$ cat config.mk
export PLATFORM = sky130hd
export DESIGN_NAME = keypad_integer_calculator
export DESIGN_NICKNAME = d
export VERILOG_FILES = /design/src/sv/kic_pkg.sv /design/src/sv/kic_ctrl.sv /design/src/sv/kic_datapath.sv /design/src/sv/keypad_integer_calculator.sv
export SDC_FILE = /design/constraint.sdc
export NUM_CORES = 1
export LEC_CHECK = 0
export BUFFER_PORTS_ARGS = -buffer_cell sky130_fd_sc_hd__clkbuf_2
export CAP_MARGIN = 25
export CORE_MARGIN = 2
export CORE_UTILIZATION = 63
export CTS_CLUSTER_SIZE = 25
export DETAILED_ROUTE_END_ITERATION = 6
export PLACE_DENSITY = 0.86
export SLEW_MARGIN = 30
export SYNTH_ARGS = -nofsm -noshare
export SYNTH_HDL_FRONTEND = slang
export SYNTH_SLANG_ARGS = --single-unit
$ cat constraint.sdc
create_clock -name clk_i -period 10.58 [get_ports clk_i]
set_input_delay 2.116 -clock clk_i [delete_from_list [all_inputs] [get_ports clk_i]]
set_output_delay 2.116 -clock clk_i [all_outputs]
set_load 0.05 [all_outputs]
$ cat src/sv/kic_pkg.sv
// shared types and constants for the keypad integer calculator
`default_nettype none

package kic_pkg;

  localparam int OPERAND_WIDTH_DEF = 32;
  localparam int OUT_WIDTH         = 32;
  localparam int KEY_WIDTH         = 8;
  localparam int OPC_WIDTH         = 3;

  localparam logic [KEY_WIDTH-1:0] KEY_CLEAR  = 8'h2A;  // '*'
  localparam logic [KEY_WIDTH-1:0] KEY_EQUALS = 8'h3D;  // '='
  localparam logic [KEY_WIDTH-1:0] KEY_PLUS   = 8'h2B;  // '+'
  localparam logic [KEY_WIDTH-1:0] KEY_MINUS  = 8'h2D;  // '-'
  localparam logic [KEY_WIDTH-1:0] KEY_TIMES  = 8'h78;  // 'x'
  localparam logic [KEY_WIDTH-1:0] KEY_DIVIDE = 8'h2F;  // '/'
  localparam logic [KEY_WIDTH-1:0] KEY_ZERO   = 8'h30;  // '0'
  localparam logic [KEY_WIDTH-1:0] KEY_NINE   = 8'h39;  // '9'

  typedef enum logic [OPC_WIDTH-1:0] {
    OP_NONE = 3'd0,
    OP_ADD  = 3'd1,
    OP_SUB  = 3'd2,
    OP_MUL  = 3'd3,
    OP_DIV  = 3'd4
  } op_e;

  typedef enum logic [2:0] {
    KC_CLEAR,
    KC_OPERATOR,
    KC_DIGIT,
    KC_EQUALS,
    KC_OTHER
  } key_class_e;

  typedef enum logic [1:0] {
    ST_IDLE,
    ST_ITER,
    ST_FINISH,
    ST_PUBLISH
  } ctrl_state_e;

  typedef struct packed {
    logic clear;
    logic load_op;
    logic load_digit;
    logic eq_simple;
    logic iter_start;
    logic iter_step;
    logic iter_finish;
    logic publish;
  } ctrl_cmd_t;

  typedef struct packed {
    key_class_e key_class;
    logic       use_unit;
    logic       iter_last;
  } dp_status_t;

endpackage

`default_nettype wire

$ cat src/sv/kic_ctrl.sv
// controller state machine: sequences key handling, the shift unit and output loading
`default_nettype none

module kic_ctrl (
  input  wire                 clk_i,
  input  wire                 rst_ni,
  input  wire                 in_valid_i,
  output logic                in_stall_o,
  output logic                out_valid_o,
  input  wire                 out_stall_i,
  input  kic_pkg::dp_status_t status_i,
  output kic_pkg::ctrl_cmd_t  cmd_o
);

  kic_pkg::ctrl_state_e state_q, state_d;
  logic                 out_valid_q, out_valid_d;
  logic                 accept;
  logic                 out_free;

  always_ff @(posedge clk_i or negedge rst_ni) begin
    if (!rst_ni) begin
      state_q     <= kic_pkg::ST_IDLE;
      out_valid_q <= 1'b0;
    end else begin
      state_q     <= state_d;
      out_valid_q <= out_valid_d;
    end
  end

  assign accept   = in_valid_i && (state_q == kic_pkg::ST_IDLE);
  assign out_free = !out_valid_q || !out_stall_i;

  always_comb begin
    state_d = state_q;
    cmd_o   = '0;
    unique case (state_q)
      kic_pkg::ST_IDLE: begin
        if (accept) begin
          state_d = kic_pkg::ST_PUBLISH;
          unique case (status_i.key_class)
            kic_pkg::KC_CLEAR:    cmd_o.clear      = 1'b1;
            kic_pkg::KC_OPERATOR: cmd_o.load_op    = 1'b1;
            kic_pkg::KC_DIGIT:    cmd_o.load_digit = 1'b1;
            kic_pkg::KC_EQUALS: begin
              if (status_i.use_unit) begin
                cmd_o.iter_start = 1'b1;
                state_d          = kic_pkg::ST_ITER;
              end else begin
                cmd_o.eq_simple = 1'b1;
              end
            end
            default: ;
          endcase
        end
      end
      kic_pkg::ST_ITER: begin
        cmd_o.iter_step = 1'b1;
        if (status_i.iter_last) begin
          state_d = kic_pkg::ST_FINISH;
        end
      end
      kic_pkg::ST_FINISH: begin
        cmd_o.iter_finish = 1'b1;
        state_d           = kic_pkg::ST_PUBLISH;
      end
      kic_pkg::ST_PUBLISH: begin
        if (out_free) begin
          cmd_o.publish = 1'b1;
          state_d       = kic_pkg::ST_IDLE;
        end
      end
      default: state_d = kic_pkg::ST_IDLE;
    endcase
  end

  always_comb begin
    if (cmd_o.publish) begin
      out_valid_d = 1'b1;
    end else if (!out_stall_i) begin
      out_valid_d = 1'b0;
    end else begin
      out_valid_d = out_valid_q;
    end
  end

  assign in_stall_o  = (state_q != kic_pkg::ST_IDLE);
  assign out_valid_o = out_valid_q;

endmodule

`default_nettype wire

$ cat src/sv/kic_datapath.sv
// datapath: operand registers, shift-add multiplier / restoring divider, output registers
`default_nettype none

module kic_datapath #(
  parameter int OPERAND_WIDTH = kic_pkg::OPERAND_WIDTH_DEF
) (
  input  wire                                    clk_i,
  input  wire                                    rst_ni,
  input  wire  [kic_pkg::KEY_WIDTH-1:0]          key_code_i,
  input  kic_pkg::ctrl_cmd_t                     cmd_i,
  output kic_pkg::dp_status_t                    status_o,
  output logic signed [kic_pkg::OUT_WIDTH-1:0]   first_operand_o,
  output logic signed [kic_pkg::OUT_WIDTH-1:0]   second_operand_o,
  output logic        [kic_pkg::OPC_WIDTH-1:0]   operator_code_o,
  output logic signed [kic_pkg::OUT_WIDTH-1:0]   answer_o,
  output logic                                   answer_ready_o,
  output logic                                   divide_error_o
);

  localparam int W  = OPERAND_WIDTH;
  localparam int OW = kic_pkg::OUT_WIDTH;
  localparam int CW = $clog2(W + 1);

  logic [W-1:0]    first_q, first_d;
  logic [W-1:0]    second_q, second_d;
  kic_pkg::op_e    op_q, op_d;
  logic            entering_q, entering_d;
  logic [W-1:0]    result_q, result_d;
  logic            eq_seen_q, eq_seen_d;
  logic            err_q, err_d;
  logic [CW-1:0]   count_q, count_d;

  // shared iteration registers: accumulator/remainder, multiplicand/divisor,
  // multiplier/quotient
  logic [W-1:0]    acc_q, acc_d;
  logic [W-1:0]    mcand_q, mcand_d;
  logic [W-1:0]    mplier_q, mplier_d;

  logic signed [OW-1:0] first_out_q, second_out_q, answer_out_q;
  logic [kic_pkg::OPC_WIDTH-1:0] opc_out_q;
  logic            ready_out_q, err_out_q;

  kic_pkg::key_class_e key_class;
  kic_pkg::op_e        key_op;
  logic [W-1:0]        digit;
  logic [W-1:0]        base;
  logic [W-1:0]        base_next;
  logic                div_fault;
  logic                neg_quot;
  logic [W-1:0]        first_mag, second_mag;
  logic [W:0]          rem_sh, rem_diff;
  logic [W-1:0]        simple_result;
  logic signed [OW-1:0] first_ext, second_ext, result_ext;

  // key decode
  always_comb begin
    key_op = kic_pkg::OP_NONE;
    unique case (key_code_i)
      kic_pkg::KEY_CLEAR:  key_class = kic_pkg::KC_CLEAR;
      kic_pkg::KEY_EQUALS: key_class = kic_pkg::KC_EQUALS;
      kic_pkg::KEY_PLUS: begin
        key_class = kic_pkg::KC_OPERATOR;
        key_op    = kic_pkg::OP_ADD;
      end
      kic_pkg::KEY_MINUS: begin
        key_class = kic_pkg::KC_OPERATOR;
        key_op    = kic_pkg::OP_SUB;
      end
      kic_pkg::KEY_TIMES: begin
        key_class = kic_pkg::KC_OPERATOR;
        key_op    = kic_pkg::OP_MUL;
      end
      kic_pkg::KEY_DIVIDE: begin
        key_class = kic_pkg::KC_OPERATOR;
        key_op    = kic_pkg::OP_DIV;
      end
      default: begin
        if (key_code_i >= kic_pkg::KEY_ZERO && key_code_i <= kic_pkg::KEY_NINE) begin
          key_class = kic_pkg::KC_DIGIT;
        end else begin
          key_class = kic_pkg::KC_OTHER;
        end
      end
    endcase
  end

  // value*10 + digit as two shifted adds
  assign digit     = {{(W-4){1'b0}}, key_code_i[3:0]};
  assign base      = entering_q ? second_q : first_q;
  assign base_next = {base[W-4:0], 3'b000} + {base[W-2:0], 1'b0} + digit;

  assign div_fault  = (second_q == '0) || ($signed(first_q) < $signed(second_q));
  assign neg_quot   = first_q[W-1] ^ second_q[W-1];
  assign first_mag  = first_q[W-1] ? (~first_q + 1'b1) : first_q;
  assign second_mag = second_q[W-1] ? (~second_q + 1'b1) : second_q;

  assign rem_sh   = {acc_q, mplier_q[W-1]};
  assign rem_diff = rem_sh - {1'b0, mcand_q};

  always_comb begin
    case (op_q)
      kic_pkg::OP_ADD: simple_result = first_q + second_q;
      kic_pkg::OP_SUB: simple_result = first_q - second_q;
      default:         simple_result = '0;
    endcase
  end

  always_comb begin
    first_d    = first_q;
    second_d   = second_q;
    op_d       = op_q;
    entering_d = entering_q;
    result_d   = result_q;
    eq_seen_d  = eq_seen_q;
    err_d      = err_q;
    count_d    = count_q;
    acc_d      = acc_q;
    mcand_d    = mcand_q;
    mplier_d   = mplier_q;

    if (cmd_i.clear) begin
      first_d    = '0;
      second_d   = '0;
      op_d       = kic_pkg::OP_NONE;
      entering_d = 1'b0;
      result_d   = '0;
      eq_seen_d  = 1'b0;
      err_d      = 1'b0;
    end
    if (cmd_i.load_op) begin
      op_d       = key_op;
      entering_d = 1'b1;
    end
    if (cmd_i.load_digit) begin
      if (entering_q) begin
        second_d = base_next;
      end else begin
        first_d = base_next;
      end
    end
    if (cmd_i.eq_simple) begin
      result_d  = simple_result;
      eq_seen_d = 1'b1;
      if (op_q == kic_pkg::OP_DIV) begin
        err_d = 1'b1;
      end
    end
    if (cmd_i.iter_start) begin
      count_d = CW'(W);
      acc_d   = '0;
      if (op_q == kic_pkg::OP_MUL) begin
        mcand_d  = first_q;
        mplier_d = second_q;
      end else begin
        mcand_d  = second_mag;
        mplier_d = first_mag;
      end
    end
    if (cmd_i.iter_step) begin
      count_d = count_q - 1'b1;
      if (op_q == kic_pkg::OP_MUL) begin
        if (mplier_q[0]) begin
          acc_d = acc_q + mcand_q;
        end
        mcand_d  = {mcand_q[W-2:0], 1'b0};
        mplier_d = {1'b0, mplier_q[W-1:1]};
      end else if (!rem_diff[W]) begin
        acc_d    = rem_diff[W-1:0];
        mplier_d = {mplier_q[W-2:0], 1'b1};
      end else begin
        acc_d    = rem_sh[W-1:0];
        mplier_d = {mplier_q[W-2:0], 1'b0};
      end
    end
    if (cmd_i.iter_finish) begin
      eq_seen_d = 1'b1;
      if (op_q == kic_pkg::OP_MUL) begin
        result_d = acc_q;
      end else begin
        result_d = neg_quot ? (~mplier_q + 1'b1) : mplier_q;
      end
    end
  end

  always_ff @(posedge clk_i or negedge rst_ni) begin
    if (!rst_ni) begin
      first_q    <= '0;
      second_q   <= '0;
      op_q       <= kic_pkg::OP_NONE;
      entering_q <= 1'b0;
      result_q   <= '0;
      eq_seen_q  <= 1'b0;
      err_q      <= 1'b0;
      count_q    <= '0;
    end else begin
      first_q    <= first_d;
      second_q   <= second_d;
      op_q       <= op_d;
      entering_q <= entering_d;
      result_q   <= result_d;
      eq_seen_q  <= eq_seen_d;
      err_q      <= err_d;
      count_q    <= count_d;
    end
  end

  always_ff @(posedge clk_i) begin
    acc_q    <= acc_d;
    mcand_q  <= mcand_d;
    mplier_q <= mplier_d;
  end

  // operands and result to the fixed output width
  generate
    if (W >= OW) begin : g_trunc
      assign first_ext  = first_q[OW-1:0];
      assign second_ext = second_q[OW-1:0];
      assign result_ext = result_q[OW-1:0];
    end else begin : g_sext
      assign first_ext  = {{(OW-W){first_q[W-1]}}, first_q};
      assign second_ext = {{(OW-W){second_q[W-1]}}, second_q};
      assign result_ext = {{(OW-W){result_q[W-1]}}, result_q};
    end
  endgenerate

  always_ff @(posedge clk_i) begin
    if (cmd_i.publish) begin
      first_out_q  <= first_ext;
      second_out_q <= second_ext;
      opc_out_q    <= op_q;
      answer_out_q <= result_ext;
      ready_out_q  <= eq_seen_q;
      err_out_q    <= err_q;
    end
  end

  assign status_o.key_class = key_class;
  assign status_o.use_unit  = (op_q == kic_pkg::OP_MUL) ||
                              ((op_q == kic_pkg::OP_DIV) && !div_fault);
  assign status_o.iter_last = (count_q == CW'(1));

  assign first_operand_o  = first_out_q;
  assign second_operand_o = second_out_q;
  assign operator_code_o  = opc_out_q;
  assign answer_o         = answer_out_q;
  assign answer_ready_o   = ready_out_q;
  assign divide_error_o   = err_out_q;

endmodule

`default_nettype wire

$ cat src/sv/keypad_integer_calculator.sv
// keypad four-function integer calculator, top level
// result: registered in the publish state once the output is free; '=' with multiply or a valid
//   divide first runs the iterate and finish states (one-bit-per-cycle shift-add / restoring divide)
// throughput: one key in flight; the next key is taken only after its result is loaded
// reset (async, active low) clears operands, operator, answer and both flags; output registers are not reset
`default_nettype none

module keypad_integer_calculator #(
  parameter int OPERAND_WIDTH = kic_pkg::OPERAND_WIDTH_DEF
) (
  input  wire                                    clk_i,
  input  wire                                    rst_ni,
  input  wire                                    in_valid_i,
  output logic                                   in_stall_o,
  input  wire  [kic_pkg::KEY_WIDTH-1:0]          key_code_i,
  output logic                                   out_valid_o,
  input  wire                                    out_stall_i,
  output logic signed [kic_pkg::OUT_WIDTH-1:0]   first_operand_o,
  output logic signed [kic_pkg::OUT_WIDTH-1:0]   second_operand_o,
  output logic        [kic_pkg::OPC_WIDTH-1:0]   operator_code_o,
  output logic signed [kic_pkg::OUT_WIDTH-1:0]   answer_o,
  output logic                                   answer_ready_o,
  output logic                                   divide_error_o
);

  kic_pkg::ctrl_cmd_t  cmd;
  kic_pkg::dp_status_t status;

  kic_ctrl u_ctrl (
    .clk_i       (clk_i),
    .rst_ni      (rst_ni),
    .in_valid_i  (in_valid_i),
    .in_stall_o  (in_stall_o),
    .out_valid_o (out_valid_o),
    .out_stall_i (out_stall_i),
    .status_i    (status),
    .cmd_o       (cmd)
  );

  kic_datapath #(
    .OPERAND_WIDTH (OPERAND_WIDTH)
  ) u_datapath (
    .clk_i            (clk_i),
    .rst_ni           (rst_ni),
    .key_code_i       (key_code_i),
    .cmd_i            (cmd),
    .status_o         (status),
    .first_operand_o  (first_operand_o),
    .second_operand_o (second_operand_o),
    .operator_code_o  (operator_code_o),
    .answer_o         (answer_o),
    .answer_ready_o   (answer_ready_o),
    .divide_error_o   (divide_error_o)
  );

endmodule

`default_nettype wire

# --- Word-level counts from Yosys, hierarchy flattened ---
# Cells that the tools add are included.
classes:
  n_addsub: 10
  n_lt_le_gt_ge: 3
  eq_ne: 21
  mux: 63
  n_bitwise: 4
  reduce_logical: 18
ops:
  columns: ["op", "n"]
  rows:
  - ["2-to-1 mux 32 bit", 26]
  - ["adder 32 x 1 -> 32 bit (second input constant)", 3]
  - ["adder 32 bit", 3]
  - ["inverter 32 bit", 3]
  - ["one-hot mux 32 bit (2 select lines)", 1]
  - ["== test 8 x 6 -> 1 bit (second input constant)", 5]
  - ["subtractor 33 x 32 -> 33 bit", 1]
  - ["adder 32 x 4 -> 32 bit", 1]
  - ["zero test 32 bit", 1]
  - ["less-than comparator 32 bit", 1]
  - ["subtractor 32 bit", 1]
  - ["2-to-1 mux 31 bit", 1]
  - ["2-to-1 mux 1 bit", 19]
  - ["== test 3 x 2 -> 1 bit (second input constant)", 4]
  - ["2-to-1 mux 2 bit", 6]
  - ["2-to-1 mux 6 bit", 2]
  - ["one-hot mux 3 bit (4 select lines)", 1]
  - ["2-to-1 mux 5 bit", 2]
  - ["2-to-1 mux 3 bit", 3]
  - ["one-hot mux 3 bit (3 select lines)", 1]
  - ["== test 8 x 7 -> 1 bit (second input constant)", 1]
  - [">= comparator 8 x 6 -> 1 bit (second input constant)", 1]
  - ["<= comparator 8 x 6 -> 1 bit (second input constant)", 1]
  - ["one-hot mux 2 bit (4 select lines)", 1]
  - ["18 further kinds", 30]
word_totals:
  ff_bits: 308
  inputBits: 12
  out_inout_bits: 103
  elab_cells: 138

# --- Depth between registers and ports, before layout ---
# Gate-level depths: netlist of the first run.
logic_depth:
  word_depth: 13
  depth_mapped: 18
  mapped_depth_nobuf: 16

# --- By module ---
# A second synthesis of the first run with hierarchy kept.
unflattened:
  cells_unflattened: 2597
  area_unflattened_um2: 23431.2
modules_own_cells:
  columns: ["mod", "instances", "cells_per_inst", "area_each_um2", "seq_area_each_um2"]
  rows:
  - ["kic_datapath", 1, 2565, 23139.7, 7977.7]
  - ["kic_ctrl", 1, 32, 291.5, 75.1]

# --- Worst setup path after synthesis of the first run ---
# Ideal clock, no wire load.
synth_path:
  path_kind: "input -> register"
  from: "in out_stall_i"
  to: "reg u_datapath.answer_out_q[0], in the netlist u_datapath.answer_o[0] (enable)"
  setup_time_ns: 0.714
  arrival_ns: 9.435
  t_required_ns: 9.866
  setup_slack_ns: 0.431
  stages: 1
  path_buffers: 0
  path_cell_list: "a21boi_0"
synth_via:
  elab_chain_cells: 4
synth_rtl:
  columns: ["item", "line", "text"]
  rows:
  - ["start: declaration", "keypad_integer_calculator.sv:17", "input wire out_stall_i,"]
  - ["zero test 1 bit", "kic_ctrl.sv:31", "assign out_free = !out_valid_q || !out_stall_i;"]
  - ["logical OR 1 bit", "kic_ctrl.sv:31", null]
  - ["2-to-1 mux 1 bit", "kic_ctrl.sv:67", "if (out_free) begin"]
  - ["2-to-1 mux 1 bit", "kic_ctrl.sv:36", "unique case (state_q)"]
  - ["end signal: assignment", "kic_datapath.sv:231", "answer_out_q <= result_ext;"]
  - ["end: declaration", "kic_datapath.sv:39", "logic signed [OW-1:0] first_out_q, second_out_q, answer_out_q;"]
# Every way passes these cells.
# A chain may end at the register's enable or synchronous reset.

# --- Worst setup path in the final report of the first run ---
layout_path:
  from: "in key_code_i[3] in the netlist's numbering"
  to: "reg u_datapath.second_q[30], in the netlist u_datapath.second_ext[30]"
layout_via:
  elab_chain_cells: 11
  elab_cells_between_ends: 22
  cone_classes: "add/sub (1); order compare (2); eq/ne (7); mux (9); reduce/logical (3)"
layout_rtl:
  columns: ["item", "line", "text"]
  rows:
  - ["start: declaration", "keypad_integer_calculator.sv:15", "input wire [kic_pkg::KEY_WIDTH-1:0] key_code_i,"]
  - [">= comparator 8 x 6 -> 1 bit or <= comparator 8 x 6 -> 1 bit (tied branches)", "kic_datapath.sv:78", "if (key_code_i >= kic_pkg::KEY_ZERO && key_code_i <= kic_pkg::KEY_NINE) begin"]
  - ["logical AND 1 bit", "kic_datapath.sv:78", null]
  - ["2-to-1 mux 3 bit", "kic_datapath.sv:78", null]
  - ["one-hot mux 3 bit (3 select lines)", "kic_datapath.sv:58", "unique case (key_code_i)"]
  - ["zero test 3 bit", "kic_ctrl.sv:40", "unique case (status_i.key_class)"]
  - ["2-to-1 mux 1 bit", "kic_ctrl.sv:40", null]
  - ["2-to-1 mux 5 bit", "kic_ctrl.sv:38", "if (accept) begin"]
  - ["2-to-1 mux 5 bit", "kic_ctrl.sv:36", null]
  - ["2-to-1 mux 32 bit", "kic_datapath.sv:121", "if (cmd_i.clear) begin"]
  - ["2-to-1 mux 32 bit", "kic_datapath.sv:135", "if (entering_q) begin"]
  - ["2-to-1 mux 32 bit (*)", "kic_datapath.sv:134", "if (cmd_i.load_digit) begin"]
  - ["net u_datapath.second_d[30]", "kic_datapath.sv:25", "logic [W-1:0] second_q, second_d;"]
  - ["end signal: assignment", "kic_datapath.sv:197", "second_q <= second_d;"]
  - ["end: declaration", "kic_datapath.sv:25", null]
# The timed path passes the listed nets; every way through them passes the cells marked *.

==> metrics.txt, run 1 <==
Netlist Area Pre-Place=23740 um2; most used flip-flop cell after synthesis=edfxtp_1; Slew Limit Headroom=34.88%; die width=198.1 um; fraction of the cycle the final worst path needs=53.77%; DRC violation total after the first TritonRoute iteration=2163; result of the run=finished, final reports clean; number of buffers added for setup after CTS=0; number of different library cells in the post-synthesis netlist=89; largest net degree at the start of global routing=87; estimated wirelength of the detail-placed design=53.94 mm; power density relative to cell area=96.22 nW/um2; floorplan die area=39250 um2; top library cells by usage in the layout, fill and taps aside=a21oi_1 (223), o21ai_0 (202), nand2_1 (197); critical path, cell by cell=clkbuf_2 > inv_1 > fa_1 > inv_1 > fa_1 > a21o_1 > a21oi_1 > o21ai_0 > a21boi_0 > o31ai_1 > o41a_1 > a221oi_1 > a21oi_1 > xnor2_1 > o21ai_0; master cell of the clock root buffer=clkbuf_16; Hold Fails Final Rpt=0; commonest non-fill, non-tap cell in the layout=a21oi_1; wire length of the first global-routing pass=112.7 mm; fraction of synthesis flops using an asynchronous set or reset pin=36.04%; WP data arrival=6080 ps; highest net fanout along the worst path=4; ratio of routed vias to standard cells=6.756; Crit. End Element=flop; final net count=2894; dominant combinational cell family by area after synthesis=compound AO/OA/AOI/OAI gates; Critical Path RT=10970 ps; final worst clock skew=18.96 ps; syn_nets=2862; effective utilization at floorplan=63.47%; Antenna Diode Count=0; wire length per cell=22.59 um; total setup violations reported at the end of the flow=0; die span in y=198.1 um; wirelength, routed=72.72 mm; vias in the first global route=20160; area share of xor/xnor cells in the synthesized design=6.051%; number of levels in the clock H-tree=2; compound-gate portion of the synthesized area=24.76%; mean instance size in the synthesized netlist=8.958 um2; RePlAce Congestion=1.004; later-pin clock latency in the skew report=550 ps; buffer depth of the longest clock path=3; fraction of final layout cells with drive strength greater than 1=11.08%; top-level I/O count=115; time the worst path needs with I/O delays and setup=5689 ps; slowest cell on the critical path=fa_1; Post-synth EDFFs=133; Initial DRT Pass Iterations=5; Max Freq=0.1758 GHz; Hold/Removal Path Class=reg -> reg; Critical Path Start Type=input pin; antenna violations before repair=1; overall power consumption=2481 uW; multiplexer share of the synthesized area=5.034%; critical path's largest stage delay=560 ps; Overall Global Routing Usage=36.88%; total congestion overflow after global routing=0; number of warnings printed during yosys synthesis=0; slew at the pin closest to its max-slew limit=974.5 ps; Lkg Pwr=0.01118 uW; # clock sinks=308; number of buffers added to fix hold violations after cts=0; TritonCTS clock tree=built; layout overhead on the synthesized area=8.618%; Max Cap Violations=0; pins over their slew limit=0; number of instances in the synthesized netlist=2650; placed cell count=3156; crit path kind=in -> reg; row count=71; unrepaired setup endpoints after global routing=false; share of synthesized cell area in full adder, half adder and majority cells=10.73%; number of flip-flops and latches in the synthesized netlist=308; total DRC errors in the routed layout=0; overall via count from detail_route=21750; Final Instance Count excl. Fillers=3219; Post-Route Setup TNS=0 ps; number of resized instances in the post-cts repair step=0; IR drop worst, VDD=0.1101 mV; clock edge transition at the registers on the reported setup and hold paths=70 ps; number of buffers created by CTS=35; portion of the post-synthesis area used by sequential elements=33.92%; count of nets left with antenna violations after detail routing=0; total of buffers placed on input and output ports=114; Simple-Gate Fraction of Synth Area=14.76%; core region area=37400 um2
==> synthesized netlist by cell type (61+ instances only) <==
master	n	area [um2]
nand2_1	197	739.5
a211oi_1	83	623.1
inv_1	137	514.2
dfrtp_1	111	2778
dfxtp_1	64	1281
a21oi_1	223	1116
clkbuf_1	119	446.7
nor3_1	61	305.3
o21ai_0	202	1011
nand3_1	77	385.4
edfxtp_1	133	3994
ha_1	194	2427
xnor2_1	136	1191
nor2_1	182	683.2
==> layout make-up <==
| type | instances | area [um2] |
|---|---|---|
| Multi-Input combinational cell | 2055 | 14620 |
| Clock inverter | 9 | 75.07 |
| Timing Repair Buffer | 144 | 798.3 |
| Clock buffer | 54 | 1076 |
| Fill cell | 2919 | 11620 |
| Inverter | 138 | 518.0 |
| Tap cell | 511 | 639.4 |
| Sequential cell | 308 | 8054 |
==> stage by stage <==
| stage | hold WS, ps | utilization (%) | instance area (um2) | worst slack, ps |
|---|---|---|---|---|
| after floorplan | 416.6 | - | 23740 | 431.5 |
| after global placement | 434.9 | 65.85 | 24630 | 4396 |
| after detailed placement | 440.9 | 65.85 | 24630 | 4317 |
| after CTS | 457.4 | 68.93 | 25780 | 4869 |
| after global routing | 469.4 | 68.94 | 25780 | 4557 |
| final | 456.2 | 68.94 | 25780 | 4891 |
==> worst paths after layout <==
| kind | start | to | slack, ps | depth (start not counted) |
|---|---|---|---|---|
| setup / recovery | key_code_i[3] | u_datapath.second_ext[30]$_DFF_PN0_ | 4890 | 15 |
| hold / removal | u_datapath.result_ext[29]$_DFFE_PN0P_ | u_datapath.answer_o[29]$_DFFE_PP_ | 460 | 0 |
| setup reg to reg | u_datapath.second_ext[1]$_DFF_PN0_ | u_datapath.acc_q[28]$_DFF_P_ | 5360 | 14 |
| hold reg to reg | u_datapath.result_ext[29]$_DFFE_PN0P_ | u_datapath.answer_o[29]$_DFFE_PP_ | 460 | 0 |
| max in group asynchronous | rst_ni | u_datapath.first_ext[31]$_DFF_PN0_ | 7610 | 2 |
| min in group asynchronous | rst_ni | u_ctrl.state_q[1]$_DFFE_PN0P_ | 1590 | 1 |
==> kinds of logic after synthesis <==
logic type | count (synthesis)
XOR/XNOR | 164
AND/OR/NAND/NOR | 715
AO/OA/AOI/OAI | 899
buffers and inverters | 287
multiplexers | 77
adder cells (fa/ha/maj) | 200
flip-flops | 308
==> flip-flops by register name, summed over array words and instances, names as in the netlist, 2 cells and up <==
| register | count |
|---|---|
| u_datapath.acc_q | 32 |
| u_datapath.answer_o | 32 |
| u_datapath.first_ext | 32 |
| u_datapath.first_operand_o | 32 |
| u_datapath.mcand_q | 32 |
| u_datapath.mplier_q | 32 |
| u_datapath.result_ext | 32 |
| u_datapath.second_ext | 32 |
| u_datapath.second_operand_o | 32 |
| u_datapath.count_q | 6 |
| u_datapath.op_q | 3 |
| u_datapath.operator_code_o | 3 |
| u_ctrl.state_q | 2 |
==> power breakdown <==
| part | switching (uW) | leakage [uW] | internal (uW) |
|---|---|---|---|
| clock | 495 | 0.000572 | 728 |
| sequential | 0 | 0.00326 | 1240 |
| combinational | 16.7 | 0.00734 | 5.53 |
| total | 512 | 0.0112 | 1970 |
==> worst max-delay path, delay by kind of cell <==
kind                       cells  cell delay [ps]
xor gates and xnor gates       1              220
adders and majority gates      2             1020
buffers and inverters          3              280
AOI/OAI and AO/OA              9             2430
==> per-layer routing <==
| layer | GRT usage (%) | share of wire (%) | wire, um |
|---|---|---|---|
| met5 | 0 | 0 | 0 |
| met2 | 57.17 | 44 | 32250 |
| met4 | 12.59 | 3.0 | 2191 |
| met1 | 52.59 | 42 | 30680 |
| met3 | 5.910 | 10 | 7604 |
Power figures use the tool's default switching activity.
==> inputs of run 2 (changes only) <==
==> constraint.sdc (replaced) <==
create_clock -name clk_i -period 5.6 [get_ports clk_i]
set_input_delay 1.12 -clock clk_i [delete_from_list [all_inputs] [get_ports clk_i]]
set_output_delay 1.12 -clock clk_i [all_outputs]
set_load 0.05 [all_outputs]
==> run 2 against run 1 <==
  * Highest routed layer is now met5
  * Clock-buffer cell count fell by 5
  * Worst setup slack got worse by 3800 ps
  * Power rose by 92%
  * The run now ends with design-rule violations left
  * Via count rose by 1.5%
  * Final area rose by 0.62%
  * Clock power rose by 94%
  * Non-clock buffer count rose by 20
  * Worst hold slack improved by 6.8 ps
  * Sequential power rose by 89%
==> metrics.txt, run 2 (synthesis gave the netlist of run 1 again) <==
result of the run=finished, violations left; violations in the final reports=design-rule violations; number of buffers added to fix hold violations after cts=0; number of buffers created by CTS=35; clock network fraction of total power=50.0%; RePlAce Congestion=1.025; slew at the pin closest to its max-slew limit=918.4 ps; Crit. End Element=flop; overall via count from detail_route=22090; busiest metal layer after global routing=met2; met2 global-route usage=57.65%; startpoint of the worst register-to-register path=u_datapath.first_ext[0]$_DFF_PN0_; crit path kind=reg -> reg; estimated wirelength of the detail-placed design=54.26 mm; power density relative to cell area=183.1 nW/um2; Final Instance Count excl. Fillers=3240; total congestion overflow after global routing=0; met3 GRT Util=5.348%; later-pin clock latency in the skew report=540 ps; wire length per cell=22.66 um; buffer depth of the longest clock path=3; Lkg Pwr=0.01126 uW; floorplan die area=39250 um2; wirelength, routed=73.40 mm; Max Cap Violations=0; core region area=37400 um2; DRC violation total after the first TritonRoute iteration=2241; placed cell count=3176; die span in y=198.1 um; number of buffers added for setup after CTS=0; unrepaired setup endpoints after global routing=false; Worst R2R Path Depth=15; top library cells by usage in the layout, fill and taps aside=a21oi_1 (223), o21ai_0 (202), nand2_1 (197); commonest non-fill, non-tap cell in the layout=a21oi_1; antenna violations before repair=1; effective utilization at floorplan=63.47%; clock edge transition at the registers on the reported setup and hold paths=60 ps; fraction of final layout cells with drive strength greater than 1=11.66%; ratio of routed vias to standard cells=6.816; Hold Fails Final Rpt=0; fraction of the cycle the final worst path needs=81.04%; WP data arrival=4710 ps; TritonCTS clock tree=built; largest net degree at the start of global routing=72; final net count=2914; number of resized instances in the post-cts repair step=0; master cell of the clock root buffer=clkbuf_16; met1 routing resource usage after global routing=52.74%; Critical Path RT=5770 ps; final worst clock skew=12.61 ps; combinational share of power=0.9%; Setup crit start=u_datapath.first_ext[0]$_DFF_PN0_; Worst R2R End=u_datapath.mplier_q[2]$_DFFE_PP_; Overall Global Routing Usage=37.06%; part of the power in registers=49.1%; Initial DRT Pass Iterations=7; time the worst path needs with I/O delays and setup=4538 ps; Max Freq=0.2204 GHz; Worst R2R Setup Slack=1060 ps; layout overhead on the synthesized area=9.293%; Hold/Removal Path Class=reg -> reg; total setup violations reported at the end of the flow=0; Post-Route Setup TNS=0 ps; pins over their slew limit=0; number of levels in the clock H-tree=2; Worst setup endpoint=u_datapath.mplier_q[2]$_DFFE_PP_; sw power=991.0 uW; Slew Limit Headroom=38.62%; die width=198.1 um; total of buffers placed on input and output ports=114; vias in the first global route=20550; total DRC errors in the routed layout=6; row count=71; Critical Path Start Type=flop; # clock sinks=308; switching share of total power=20.86%; highest net fanout along the worst path=41; wire length of the first global-routing pass=114.0 mm; top-level I/O count=115; IR drop worst, VDD=0.2128 mV; count of nets left with antenna violations after detail routing=0; internal power of the cells=3760 uW
==> run 2: cell types whose count changed in the layout (fill, tap and decap cells not counted), sizes merged <==
cell | previous run | this run
bufinv | 1 | 4
buf | 31 | 51
clkbuf | 167 | 162
clkinv | 6 | 4
clkinvlp | 0 | 4
diode | 0 | 1
==> run 2: cell type report <==
class,instances,area [um2]
diodes,1,2.502
clock buffers,49,980.9
clock inverters,14,181.4
fillers,2875,11460
inverters,138,518.0
multi-input cells,2055,14620
flip-flops and latches,308,8054
well taps,511,639.4
repair buffers,164,948.4
==> run 2: power groups by stage <==
stage	registers (uW)	clock network [uW]	logic [uW]
2_1_floorplan	2380	0	11.5
3_3_place_gp	2380	0	41.1
3_5_place_dp	2380	0	42.6
4_1_cts	2340	2370	42.9
5_1_grt	2330	2460	47.9
6_report	2340	2370	42.5
==> run 2: per-stage QoR <==
step           setup WS (ps)  area, um2  util (%)  hold slack, ps  power [uW]
6_report                1062      25940     69.37           463.1        4751
5_1_grt                824.0      25940     69.36           469.1        4844
4_1_cts                 1121      25940     69.36           453.9        4751
3_5_place_dp           738.1      24780     66.25           441.4        2424
3_3_place_gp           755.7      24780     66.25           432.9        2422
2_1_floorplan           1237      23740         -           416.6        2393
==> run 2: metal layers <==
metal  vias up  part of all wire (%)
met5         -                 0.018
met4         2                   3.5
met3       192                    11
met2      1246                    44
met1     10590                    42
li1      10060                     -
==> run 2: critical path, stage by stage (launching register included) <==
cell and delay (ps):
dfrtp_1 460, inv_1 180, ha_1 200, inv_1 60
fa_1 440, a211oi_1 340, o211a_1 260, o21a_1 160
a211oi_1 50, buf_4 160, and4_1 220, or4_1 460
a31o_2 300, buf_4 280, nand2_1 120, buf_4 410
==> run 2: how the worst min path moves through the flow <==
stage,depth (start not counted),end,start
after global placement,0,u_datapath.answer_ready_o$_DFFE_PP_,u_datapath.eq_seen_q$_DFFE_PN0P_
final,0,u_datapath.answer_o[2]$_DFFE_PP_,u_datapath.result_ext[2]$_DFFE_PN0P_
after global routing,0,u_datapath.answer_o[2]$_DFFE_PP_,u_datapath.result_ext[2]$_DFFE_PN0P_
after detailed placement,0,u_datapath.answer_ready_o$_DFFE_PP_,u_datapath.eq_seen_q$_DFFE_PN0P_
after CTS,0,u_datapath.answer_ready_o$_DFFE_PP_,u_datapath.eq_seen_q$_DFFE_PN0P_
after floorplan,0,u_datapath.answer_o[12]$_DFFE_PP_,u_datapath.result_ext[12]$_DFFE_PN0P_
